$ cat config.mk
export PLATFORM = sky130hd
export DESIGN_NAME = reorder_ring_buffer_unit_flat
export DESIGN_NICKNAME = d
export VERILOG_FILES = /design/src/rtl/rrb_pkg.sv /design/src/rtl/rrb_req_if.sv /design/src/rtl/rrb_rsp_if.sv /design/src/rtl/rrb_ram.sv /design/src/rtl/rrb_ctrl.sv /design/src/rtl/rrb_datapath.sv /design/src/rtl/reorder_ring_buffer_unit.sv /design/src/flat_wrapper.sv
export VERILOG_INCLUDE_DIRS = /design/src /design/src/rtl
export SDC_FILE = /design/constraint.sdc
export NUM_CORES = 2
export LEC_CHECK = 0
export BUFFER_PORTS_ARGS = -buffer_cell sky130_fd_sc_hd__buf_2
export CAP_MARGIN = 20
export CORE_MARGIN = 5
export CORE_UTILIZATION = 40
export DETAILED_ROUTE_END_ITERATION = 7
export PLACE_DENSITY = 0.55
export SLEW_MARGIN = 20
export SYNTH_ARGS = -nofsm -noshare
export SYNTH_HDL_FRONTEND = slang
export SYNTH_SLANG_ARGS = --single-unit
$ cat constraint.sdc
create_clock -name clk -period 5 [get_ports clk]
set_clock_uncertainty 0.15 [all_clocks]
set_input_delay 0.25 -clock clk [delete_from_list [all_inputs] [get_ports clk]]
set_output_delay 0.25 -clock clk [all_outputs]
set_load 0.05 [all_outputs]
$ cat src/rtl/reorder_ring_buffer_unit_macros.svh
// Assertion helpers shared by the reorder ring buffer modules.
// Each macro expects clk and rst_n in scope and is disabled during reset.
`ifndef REORDER_RING_BUFFER_UNIT_MACROS_SVH
`define REORDER_RING_BUFFER_UNIT_MACROS_SVH

// Condition that holds at every clock edge
`define RRB_ASSERT_ALW(label, expr, msg) \
    label: assert property (@(posedge clk) disable iff (!rst_n) (expr)) \
        else $error(msg);

// Same-cycle implication
`define RRB_ASSERT_IMP(label, ante, cons, msg) \
    label: assert property (@(posedge clk) disable iff (!rst_n) (ante) |-> (cons)) \
        else $error(msg);

// Next-cycle implication
`define RRB_ASSERT_NXT(label, ante, cons, msg) \
    label: assert property (@(posedge clk) disable iff (!rst_n) (ante) |=> (cons)) \
        else $error(msg);

`endif

$ cat src/rtl/rrb_pkg.sv
package rrb_pkg;

    // Ring geometry
    localparam int DEPTH         = 64;
    localparam int IDX_W         = $clog2(DEPTH);
    localparam int CAP_W         = $clog2(DEPTH + 1);
    localparam int PKT_WIDTH_DEF = 32;

    // Field widths
    localparam int CFG_W  = 7;
    localparam int OFF_W  = 7;
    localparam int SPAN_W = 6;
    localparam int CNT_W  = 6;

    typedef enum logic [1:0] {
        ACT_INSERT = 2'd0,
        ACT_POP    = 2'd1,
        ACT_CLEAR  = 2'd2,
        ACT_PEEK   = 2'd3
    } action_t;

    typedef enum logic [1:0] {
        ST_DONE     = 2'd0,
        ST_RANGE    = 2'd1,
        ST_OCCUPIED = 2'd2,
        ST_EMPTY    = 2'd3
    } status_t;

    typedef enum logic [2:0] {
        S_IDLE,
        S_PLAN,
        S_COMMIT,
        S_READ,
        S_DONE
    } state_t;

    // Controller to datapath commands
    typedef struct packed {
        logic capture;
        logic plan;
        logic commit;
        logic read;
        logic load;
    } cmd_t;

endpackage

$ cat src/rtl/rrb_req_if.sv
interface rrb_req_if #(
    parameter int PKT_WIDTH = rrb_pkg::PKT_WIDTH_DEF
);
    import rrb_pkg::*;

    logic                   valid;
    logic                   ready;
    action_t                action;
    logic signed [OFF_W-1:0] offset;
    logic [PKT_WIDTH-1:0]   packet;

    modport source (output valid, output action, output offset, output packet, input ready);
    modport sink   (input valid, input action, input offset, input packet, output ready);

endinterface

$ cat src/rtl/rrb_rsp_if.sv
interface rrb_rsp_if #(
    parameter int PKT_WIDTH = rrb_pkg::PKT_WIDTH_DEF
);
    import rrb_pkg::*;

    logic                 valid;
    logic                 ready;
    status_t              status;
    logic                 head_valid;
    logic                 head_filled;
    logic [PKT_WIDTH-1:0] head_packet;
    logic [SPAN_W-1:0]    span;
    logic [CNT_W-1:0]     stored_count;

    modport source (
        output valid, output status, output head_valid, output head_filled,
        output head_packet, output span, output stored_count, input ready
    );
    modport sink (
        input valid, input status, input head_valid, input head_filled,
        input head_packet, input span, input stored_count, output ready
    );

endinterface

$ cat src/rtl/rrb_ram.sv
module rrb_ram #(
    parameter int WIDTH = rrb_pkg::PKT_WIDTH_DEF,
    parameter int DEPTH = rrb_pkg::DEPTH
) (
    input  logic                     clk,
    input  logic                     we,
    input  logic [$clog2(DEPTH)-1:0] waddr,
    input  logic [WIDTH-1:0]         wdata,
    input  logic                     re,
    input  logic [$clog2(DEPTH)-1:0] raddr,
    output logic [WIDTH-1:0]         rdata
);

    logic [WIDTH-1:0] mem [DEPTH];

    // Write port
    always_ff @(posedge clk)
    begin
        if (we)
        begin
            mem[waddr] <= wdata;
        end
    end

    // Registered read port, holds between reads
    always_ff @(posedge clk)
    begin
        if (re)
        begin
            rdata <= mem[raddr];
        end
    end

endmodule

$ cat src/rtl/rrb_ctrl.sv
module rrb_ctrl (
    input  logic         clk,
    input  logic         rst_n,
    input  logic         in_valid,
    output logic         in_ready,
    output logic         out_valid,
    input  logic         out_ready,
    output rrb_pkg::cmd_t cmd
);
    import rrb_pkg::*;

    state_t state_reg, state_next;
    logic   out_valid_reg, out_valid_next;

    // State and output-valid registers
    always_ff @(posedge clk or negedge rst_n)
    begin
        if (!rst_n)
        begin
            state_reg     <= S_IDLE;
            out_valid_reg <= 1'b0;
        end
        else
        begin
            state_reg     <= state_next;
            out_valid_reg <= out_valid_next;
        end
    end

    // Next state and commands
    always_comb
    begin
        state_next = state_reg;
        cmd        = '0;
        in_ready   = 1'b0;
        unique case (state_reg)
            S_IDLE:
            begin
                in_ready = 1'b1;
                if (in_valid)
                begin
                    cmd.capture = 1'b1;
                    state_next  = S_PLAN;
                end
            end
            S_PLAN:
            begin
                cmd.plan   = 1'b1;
                state_next = S_COMMIT;
            end
            S_COMMIT:
            begin
                cmd.commit = 1'b1;
                state_next = S_READ;
            end
            S_READ:
            begin
                cmd.read   = 1'b1;
                state_next = S_DONE;
            end
            S_DONE:
            begin
                // result register free or being drained this cycle
                if (!out_valid_reg || out_ready)
                begin
                    cmd.load   = 1'b1;
                    state_next = S_IDLE;
                end
            end
            default:
            begin
                state_next = S_IDLE;
            end
        endcase

        if (cmd.load)
        begin
            out_valid_next = 1'b1;
        end
        else if (out_ready)
        begin
            out_valid_next = 1'b0;
        end
        else
        begin
            out_valid_next = out_valid_reg;
        end
    end

    assign out_valid = out_valid_reg;

`include "reorder_ring_buffer_unit_macros.svh"

    `RRB_ASSERT_IMP(a_load_needs_room, cmd.load, !out_valid_reg || out_ready, "result overwritten while stalled")
    `RRB_ASSERT_NXT(a_commit_follows_plan, cmd.plan, cmd.commit, "commit did not follow plan")
    `RRB_ASSERT_ALW(a_cmd_exclusive, $onehot0(cmd), "more than one datapath command active")

endmodule

$ cat src/rtl/rrb_datapath.sv
module rrb_datapath #(
    parameter int PKT_WIDTH = rrb_pkg::PKT_WIDTH_DEF
) (
    input  logic                          clk,
    input  logic                          rst_n,
    input  logic                          cfg_we,
    input  logic [rrb_pkg::CFG_W-1:0]     cfg_data,
    input  rrb_pkg::cmd_t                 cmd,
    input  rrb_pkg::action_t              action,
    input  logic signed [rrb_pkg::OFF_W-1:0] offset,
    input  logic [PKT_WIDTH-1:0]          packet,
    output rrb_pkg::status_t              status,
    output logic                          head_valid,
    output logic                          head_filled,
    output logic [PKT_WIDTH-1:0]          head_packet,
    output logic [rrb_pkg::SPAN_W-1:0]    span,
    output logic [rrb_pkg::CNT_W-1:0]     stored_count
);
    import rrb_pkg::*;

    // Room for index + capacity sums
    localparam int AW = CAP_W + 1;

    // Ring state
    logic [CAP_W-1:0] cap_reg, cap_next;
    logic [IDX_W-1:0] head_reg, head_next;
    logic [IDX_W-1:0] tail_reg, tail_next;
    logic [IDX_W-1:0] count_reg, count_next;
    logic [DEPTH-1:0] filled_reg, filled_next;

    // Captured request
    action_t              act_reg;
    logic [OFF_W-1:0]     off_reg;
    logic [PKT_WIDTH-1:0] pkt_reg;

    // Plan results
    logic             ok_reg;
    logic [IDX_W-1:0] head_n_reg;
    logic [IDX_W-1:0] slot_reg;
    logic [IDX_W-1:0] tail_n_reg;
    logic             tail_upd_reg;
    status_t          status_reg;

    // Result register
    status_t              out_status_reg;
    logic                 out_hv_reg;
    logic                 out_hf_reg;
    logic [PKT_WIDTH-1:0] out_pkt_reg;
    logic [SPAN_W-1:0]    out_span_reg;
    logic [CNT_W-1:0]     out_cnt_reg;

    // Plan datapath
    logic [AW-1:0]    h_w, t_w, c_w, span_w, mag_w, offu_w;
    logic [AW-1:0]    back_w, fwd_w, fwd_m, tnx_w, tnx_m;
    logic [OFF_W-1:0] mag_n;
    logic             neg, plan_ok, tail_upd_p;
    logic [IDX_W-1:0] head_p, slot_p, head_inc;
    logic [CAP_W-1:0] cap_eff;
    status_t          commit_status;

    logic                 ram_we;
    logic [PKT_WIDTH-1:0] ram_rdata;

    // Window arithmetic, all modulo the capacity
    always_comb
    begin
        h_w    = AW'(head_reg);
        t_w    = AW'(tail_reg);
        c_w    = AW'(cap_reg);
        span_w = (t_w >= h_w) ? (t_w - h_w) : (t_w + c_w - h_w);

        neg    = off_reg[OFF_W-1];
        // magnitude of a negative offset, 1..64, kept at the offset width
        mag_n  = OFF_W'(0) - off_reg;
        mag_w  = AW'(mag_n);
        offu_w = AW'(off_reg);

        // head moved back; growth check guarantees mag < cap
        back_w = (h_w >= mag_w) ? (h_w - mag_w) : (h_w + c_w - mag_w);
        fwd_w  = h_w + offu_w;
        fwd_m  = (fwd_w >= c_w) ? (fwd_w - c_w) : fwd_w;
        tnx_w  = fwd_w + AW'(1);
        tnx_m  = (tnx_w >= c_w) ? (tnx_w - c_w) : tnx_w;

        plan_ok    = neg ? ((span_w + mag_w) < c_w) : (offu_w < (c_w - AW'(1)));
        head_p     = neg ? back_w[IDX_W-1:0] : head_reg;
        slot_p     = neg ? back_w[IDX_W-1:0] : fwd_m[IDX_W-1:0];
        tail_upd_p = !neg && (offu_w >= span_w);

        head_inc = ((h_w + AW'(1)) >= c_w) ? '0 : (head_reg + IDX_W'(1));

        // clamp written capacity to the ring
        if (cfg_data < CFG_W'(2))
        begin
            cap_eff = CAP_W'(2);
        end
        else if (cfg_data > CFG_W'(DEPTH))
        begin
            cap_eff = CAP_W'(DEPTH);
        end
        else
        begin
            cap_eff = CAP_W'(cfg_data);
        end
    end

    // State update on commit or configuration write
    always_comb
    begin
        cap_next      = cap_reg;
        head_next     = head_reg;
        tail_next     = tail_reg;
        count_next    = count_reg;
        filled_next   = filled_reg;
        commit_status = ST_DONE;
        ram_we        = 1'b0;

        if (cfg_we)
        begin
            cap_next    = cap_eff;
            head_next   = '0;
            tail_next   = '0;
            count_next  = '0;
            filled_next = '0;
        end
        else if (cmd.commit)
        begin
            unique case (act_reg)
                ACT_INSERT:
                begin
                    if (!ok_reg)
                    begin
                        commit_status = ST_RANGE;
                    end
                    else
                    begin
                        head_next = head_n_reg;
                        if (filled_reg[slot_reg])
                        begin
                            commit_status = ST_OCCUPIED;
                        end
                        else
                        begin
                            filled_next[slot_reg] = 1'b1;
                            count_next            = count_reg + IDX_W'(1);
                            ram_we                = 1'b1;
                            if (tail_upd_reg)
                            begin
                                tail_next = tail_n_reg;
                            end
                        end
                    end
                end
                ACT_POP:
                begin
                    if (head_reg == tail_reg)
                    begin
                        commit_status = ST_EMPTY;
                    end
                    else
                    begin
                        if (filled_reg[head_reg])
                        begin
                            filled_next[head_reg] = 1'b0;
                            if (count_reg != '0)
                            begin
                                count_next = count_reg - IDX_W'(1);
                            end
                        end
                        head_next = head_inc;
                    end
                end
                ACT_CLEAR:
                begin
                    head_next   = '0;
                    tail_next   = '0;
                    count_next  = '0;
                    filled_next = '0;
                end
                ACT_PEEK:
                begin
                    commit_status = ST_DONE;
                end
                default:
                begin
                    commit_status = ST_DONE;
                end
            endcase
        end
    end

    // Ring state registers
    always_ff @(posedge clk or negedge rst_n)
    begin
        if (!rst_n)
        begin
            cap_reg    <= CAP_W'(DEPTH);
            head_reg   <= '0;
            tail_reg   <= '0;
            count_reg  <= '0;
            filled_reg <= '0;
        end
        else
        begin
            cap_reg    <= cap_next;
            head_reg   <= head_next;
            tail_reg   <= tail_next;
            count_reg  <= count_next;
            filled_reg <= filled_next;
        end
    end

    // Request capture, plan and result registers
    always_ff @(posedge clk)
    begin
        if (cmd.capture)
        begin
            act_reg <= action;
            off_reg <= offset;
            pkt_reg <= packet;
        end
        if (cmd.plan)
        begin
            ok_reg       <= plan_ok;
            head_n_reg   <= head_p;
            slot_reg     <= slot_p;
            tail_n_reg   <= tnx_m[IDX_W-1:0];
            tail_upd_reg <= tail_upd_p;
        end
        if (cmd.commit)
        begin
            status_reg <= commit_status;
        end
        if (cmd.load)
        begin
            out_status_reg <= status_reg;
            out_hv_reg     <= (head_reg != tail_reg);
            out_hf_reg     <= (head_reg != tail_reg) && filled_reg[head_reg];
            out_pkt_reg    <= ((head_reg != tail_reg) && filled_reg[head_reg]) ? ram_rdata : '0;
            out_span_reg   <= span_w[SPAN_W-1:0];
            out_cnt_reg    <= count_reg[CNT_W-1:0];
        end
    end

    // Slot descriptor store
    rrb_ram #(
        .WIDTH (PKT_WIDTH),
        .DEPTH (DEPTH)
    ) u_slots (
        .clk   (clk),
        .we    (ram_we),
        .waddr (slot_reg),
        .wdata (pkt_reg),
        .re    (cmd.read),
        .raddr (head_reg),
        .rdata (ram_rdata)
    );

    assign status       = out_status_reg;
    assign head_valid   = out_hv_reg;
    assign head_filled  = out_hf_reg;
    assign head_packet  = out_pkt_reg;
    assign span         = out_span_reg;
    assign stored_count = out_cnt_reg;

`include "reorder_ring_buffer_unit_macros.svh"

    `RRB_ASSERT_ALW(a_count_matches, $countones(filled_reg) == count_reg, "fill count out of step with slot flags")
    `RRB_ASSERT_ALW(a_index_range, (AW'(head_reg) < AW'(cap_reg)) && (AW'(tail_reg) < AW'(cap_reg)), "ring index beyond capacity")
    `RRB_ASSERT_IMP(a_write_empty_slot, ram_we, !filled_reg[slot_reg], "descriptor written over a filled slot")

endmodule

$ cat src/rtl/reorder_ring_buffer_unit.sv
// Reorder ring buffer: holds packet descriptors in a window of ring slots.
// Request channel (req): action, signed offset from the head, packet.
//   insert fills the slot at head+offset (negative offsets grow the window
//   downward), pop retires the head slot, clear empties, peek reports only.
// Response channel (rsp): one response per request with a status and the
//   head state after the request (valid, filled, descriptor, span, count).
// Configuration: cfg_we/cfg_data write the capacity (clamped to 2..64) and
//   empty the buffer; write only while the block is idle.
// Timing: a request is taken in the idle state and runs plan, commit and
//   slot read steps before its response is loaded in the done step. The
//   sequencer handles one request at a time; the slot read step serves
//   the registered read of the descriptor RAM after the slot update.
// A finished response sits in an output register; the next request is
//   accepted while it waits. If rsp is stalled, the following response
//   waits in the done step until the register drains.
// Reset (rst_n, asynchronous, active low): empty window, capacity 64,
//   no response pending. The descriptor RAM is not cleared; slot flags are.
module reorder_ring_buffer_unit #(
    parameter int PKT_WIDTH = rrb_pkg::PKT_WIDTH_DEF
) (
    input  logic                      clk,
    input  logic                      rst_n,
    input  logic                      cfg_we,
    input  logic [rrb_pkg::CFG_W-1:0] cfg_data,
    rrb_req_if.sink                   req,
    rrb_rsp_if.source                 rsp
);
    import rrb_pkg::*;

    cmd_t cmd;

    // Sequencer
    rrb_ctrl u_ctrl (
        .clk       (clk),
        .rst_n     (rst_n),
        .in_valid  (req.valid),
        .in_ready  (req.ready),
        .out_valid (rsp.valid),
        .out_ready (rsp.ready),
        .cmd       (cmd)
    );

    // Ring state, slot store and result register
    rrb_datapath #(
        .PKT_WIDTH (PKT_WIDTH)
    ) u_datapath (
        .clk          (clk),
        .rst_n        (rst_n),
        .cfg_we       (cfg_we),
        .cfg_data     (cfg_data),
        .cmd          (cmd),
        .action       (req.action),
        .offset       (req.offset),
        .packet       (req.packet),
        .status       (rsp.status),
        .head_valid   (rsp.head_valid),
        .head_filled  (rsp.head_filled),
        .head_packet  (rsp.head_packet),
        .span         (rsp.span),
        .stored_count (rsp.stored_count)
    );

endmodule

$ cat src/flat_wrapper.sv
// flat-port wrapper written by rule: the top's interface ports become plain ports
module reorder_ring_buffer_unit_flat import rrb_pkg::*;
#(
    parameter int PKT_WIDTH = rrb_pkg::PKT_WIDTH_DEF
)
  (clk, rst_n, cfg_we, cfg_data, req_valid, req_action, req_offset, req_packet, req_ready, rsp_valid, rsp_status, rsp_head_valid, rsp_head_filled, rsp_head_packet, rsp_span, rsp_stored_count, rsp_ready);
  rrb_req_if #(.PKT_WIDTH(PKT_WIDTH)) req_i ();
  rrb_rsp_if #(.PKT_WIDTH(PKT_WIDTH)) rsp_i ();
  input  logic clk;
  input  logic rst_n;
  input  logic cfg_we;
  input  logic [rrb_pkg::CFG_W-1:0] cfg_data;
  input wire logic [$bits(req_i.valid)-1:0] req_valid;
  input wire logic [$bits(req_i.action)-1:0] req_action;
  input wire logic [$bits(req_i.offset)-1:0] req_offset;
  input wire logic [$bits(req_i.packet)-1:0] req_packet;
  output wire logic [$bits(req_i.ready)-1:0] req_ready;
  output wire logic [$bits(rsp_i.valid)-1:0] rsp_valid;
  output wire logic [$bits(rsp_i.status)-1:0] rsp_status;
  output wire logic [$bits(rsp_i.head_valid)-1:0] rsp_head_valid;
  output wire logic [$bits(rsp_i.head_filled)-1:0] rsp_head_filled;
  output wire logic [$bits(rsp_i.head_packet)-1:0] rsp_head_packet;
  output wire logic [$bits(rsp_i.span)-1:0] rsp_span;
  output wire logic [$bits(rsp_i.stored_count)-1:0] rsp_stored_count;
  input wire logic [$bits(rsp_i.ready)-1:0] rsp_ready;
  assign req_i.valid = req_valid;
  assign req_i.action = req_action;
  assign req_i.offset = req_offset;
  assign req_i.packet = req_packet;
  assign req_ready = req_i.ready;
  assign rsp_valid = rsp_i.valid;
  assign rsp_status = rsp_i.status;
  assign rsp_head_valid = rsp_i.head_valid;
  assign rsp_head_filled = rsp_i.head_filled;
  assign rsp_head_packet = rsp_i.head_packet;
  assign rsp_span = rsp_i.span;
  assign rsp_stored_count = rsp_i.stored_count;
  assign rsp_i.ready = rsp_ready;
  reorder_ring_buffer_unit #(.PKT_WIDTH(PKT_WIDTH)) u_core (.clk(clk), .rst_n(rst_n), .cfg_we(cfg_we), .cfg_data(cfg_data), .req(req_i), .rsp(rsp_i));
endmodule
==> summary.md <==
| Metric | Value |
|---|---|
| Core area | 217000 um2 |
| Endpoints failing setup | 0 |
| Hold crit path type | primary input to flop |
| R2R cell count | 22 |
| Setup crit start kind | flop |
| Final nets | between 5000 and 6000 |
| Static leakage | between 30 and 40 nW |
| Total clock buffers created by CTS | 222 |
| Delay-heaviest family, CP | compound AO/OA/AOI/OAI gates |
| End of the critical path | u_core.u_datapath.ok_reg |
| GRT Resource Usage Total | about a quarter |
| Syn Nets | between 5000 and 6000 |
| Sequential fraction of the synthesis area | between 70% and 80% |
| DR DRC count | 0 |
| Crit path max fanout | 9 |
| Initial Utilization | roughly two fifths |
| Multi-input gate area | about 18000 um2 |
| WHS | around 67 ps |
| Worst path arrival time | roughly 5000 ps |
| Async SR Flop Fraction | 4.07% |
| Clock Latency Late Sink | just under 900 ps |
| Max-Cap Viols | 0 |
| RSZ-0062 raised after global routing | false |
| # fillers | approximately 18000 |
| Layout Cells excl Fill | ~8600 |
| Die area | 228000 um2 |
| DR vias | ~53000 |
| Fin. Hold Viols | 0 |
| Clock transition at path regs | ~60 ps |
| Status | finished clean |
| DR vias/cell | around 6.2 |
| Tmin final | about 4600 ps |
| Power per cell area | between 500 and 600 nW/um2 |
| Final slew viol count | 0 |
| Max reg flops | between 2000 and 2500 |
| H-tree levels | 4 |
| Routed WL per cell | ~33 um |
| Crit path largest cell delay | ~470 ps |
| Worst-margin pin slew | 1100 ps |
| CTS tree | yes |
| Yosys top cell area share | roughly three quarters |
| Fmax achieved | approximately 220 MHz |
| Number of flops mapped to enable cells by yosys | between 2000 and 2500 |
| Worst reg2reg path startpoint | u_core.u_datapath.head_reg[2] |
| First-pass DRT Iterations | 6 |
| Root Driver | clkbuf_16 |
| Post-CTS Resized | 0 |
| Post-synth top flop | edfxtp_1 |
| Syn avg cell area | between 15 and 20 um2 |
| Area grow syn2layout | 17.1% |
| Placement Rows | roughly 170 |
| Yosys warns | 0 |
| Reg2Reg Setup Slack | approximately 410 ps |
| Boundary Pins | between 100 and 150 |
| Pin count of the biggest net entering global routing | a little under 80 |
| Crit path cell chain | inv_1 > ha_1 > o21ai_0 > a21boi_0 > o31a_1 > nor3_2 > buf_4 > nand2_1 > o21ai_0 > ha_1 > fa_1 > a21oi_1 > nor2_1 > nor2_1 > o21bai_1 > a21oi_1 > xnor2_1 > ha_1 > nand2_1 > a21oi_1 > a211oi_1 > a31o_2 |
| Setup tns final | 0 ps |
| Slowest-stage cell, CP | fa_1 |
| Initial antenna violation count | 13 |
| Vias in the first global route | 50900 |
| ANT nets after route | 0 |
| Die Span X | 477 um |
| Final core utilization | a little under half |
| HPWL after DPL | 167 mm |
| Post CTS Setup Buffer Count | 0 |
| Placed Cells | ~8100 |
| Max Root-Sink Buffers | 3 |
| Area after DPL | around 94000 um2 |
| First-pass GRT wire length | 401 mm |
| Final instance area | 102000 um2 |
| Place WS | 427 ps |
| Critical path class | flop to flop |
| Number of I/O port buffers | a little over 100 |
| DRT Wirelength | 286 mm |
| Gate Count Post-Synth | slightly above 5000 |
| Leading post-synthesis cells by cell area | edfxtp_1 75%, a22oi_1 5.7%, dfrtp_1 2.6% |
| GR Overflow Total | 0 |
| Levels on crit path | 22 |
| VDD IR-drop max | approximately 0.00044 V |
| Worst setup EP type | flop |
| Layout cells sized above 1 | about 16% |
| Setup crit start | u_core.u_datapath.head_reg[2] |
| Unique cell type count in the Yosys netlist | between 70 and 80 |
| Post-route clock period utilization | approximately 92% |
| Total power | 54.3 mW |
| Die Y | 477 um |
| Register area | 68100 um2 |
| RR Endpoint | u_core.u_datapath.ok_reg |
| Area leader, netlist | edfxtp_1 |
| RD Place Congestion | around 0.9 |
| Crit path required time | 5480 ps |
| Setup ws final | about 400 ps |
| Synth Cell Area | 87300 um2 |
| Worst rel slew slack | about a quarter |
| CP bufs+invs | 2 |
| 1st-iter DRT viols | approximately 7200 |
| FF+latch count, synth | between 2000 and 2500 |
| CTS sink count | 2284 |
## cell families (layout without fill, tap and decap cells)
kind of cell	after synthesis	count (layout)	synth area share [%]
adder cells (fa/ha/maj)	105	105	1.66
flip-flops	2284	2284	78.0
XOR/XNOR	57	57	0.572
AND/OR/NAND/NOR	514	514	3.14
multiplexers	55	55	0.833
AO/OA/AOI/OAI	1685	1685	14.0
other	0	5	0
buffers and inverters	401	1033	1.79
## timing repair
action | CTS | global route
setup endpoints to repair | 0 | 0
endpoints found under the hold margin | 133 | 0
hold buffers | 110 | 0
## layer usage
metal / GRT usage, % / wire (um) / up-vias
met5: 0 / 40 / -
met4: 7.08 / 8540 / 6
met3: 4.48 / 26500 / 439
met2: 38.6 / 133000 / 2832
met1: 34.9 / 118000 / 27700
li1: - / - / 22200
## tightest hold or removal path, stage by stage
cell,delay [ps]
dlygate4sd3_1,520
buf_2,90
nand2b_1,130
nand2_1,60
## Yosys cell counts, types with 15 or more instances
cell type	count
nand2b_1	19
a21oi_1	219
clkbuf_1	229
inv_1	72
nand2_1	72
mux2_2	15
mux2i_1	22
a22o_1	185
a221oi_1	195
nor3_1	16
a21o_1	25
buf_1	58
fa_1	18
buf_2	34
xor2_1	15
nor2_1	121
o21ai_0	66
a31oi_1	149
o211ai_1	71
and2_1	34
a22oi_1	665
ha_1	87
o21ai_1	33
nand4_1	95
edfxtp_1	2191
nor4_1	17
nand3_1	78
dfrtp_1	92
xnor2_1	42
## report_power, final
group          total, mW  switching [mW]  internal, mW
combinational       15.5            10.7          4.87
clock               16.0            7.17          8.83
sequential          22.8           0.338          22.5
## area by class of cell
type / count / area share [%]
antenna: 5 / 0.0122
multi-input combinational: 2416 / 17.9
timing repair buffer: 557 / 5.00
clock buffer: 281 / 5.72
sequential: 2284 / 66.6
tap: 2854 / 3.49
inverter: 77 / 0.283
clock inverter: 118 / 0.993
## worst min-delay path by stage
stage,cells after the start,to,slack (ps),from
2_1_floorplan,0,u_core.u_ctrl.out_valid,-200,rst_n
3_3_place_gp,0,u_core.u_datapath.status[0],260,u_core.u_datapath.status_reg[0]
3_5_place_dp,1,u_core.u_datapath.cap_reg[1],270,rst_n
4_1_cts,4,u_core.u_ctrl.out_valid,3,rsp_ready
5_1_grt,4,u_core.u_datapath.cap_reg[6],80,cfg_data[6]
6_report,4,u_core.u_ctrl.out_valid,70,rsp_ready
## placed cells by master (no fill, tap or decap), types with 72 or more instances in the layout
| cell type | instances |
|---|---|
| buf_4 | 275 |
| edfxtp_1 | 2191 |
| nand3_1 | 74 |
| nand4_1 | 95 |
| a21oi_1 | 219 |
| a31oi_1 | 148 |
| a22o_1 | 185 |
| ha_1 | 87 |
| dlygate4sd3_1 | 109 |
| inv_1 | 72 |
| clkbuf_16 | 225 |
| buf_2 | 101 |
| a22oi_1 | 665 |
| a221oi_1 | 195 |
| dfrtp_1 | 91 |
Power figures use the tool's default switching activity.
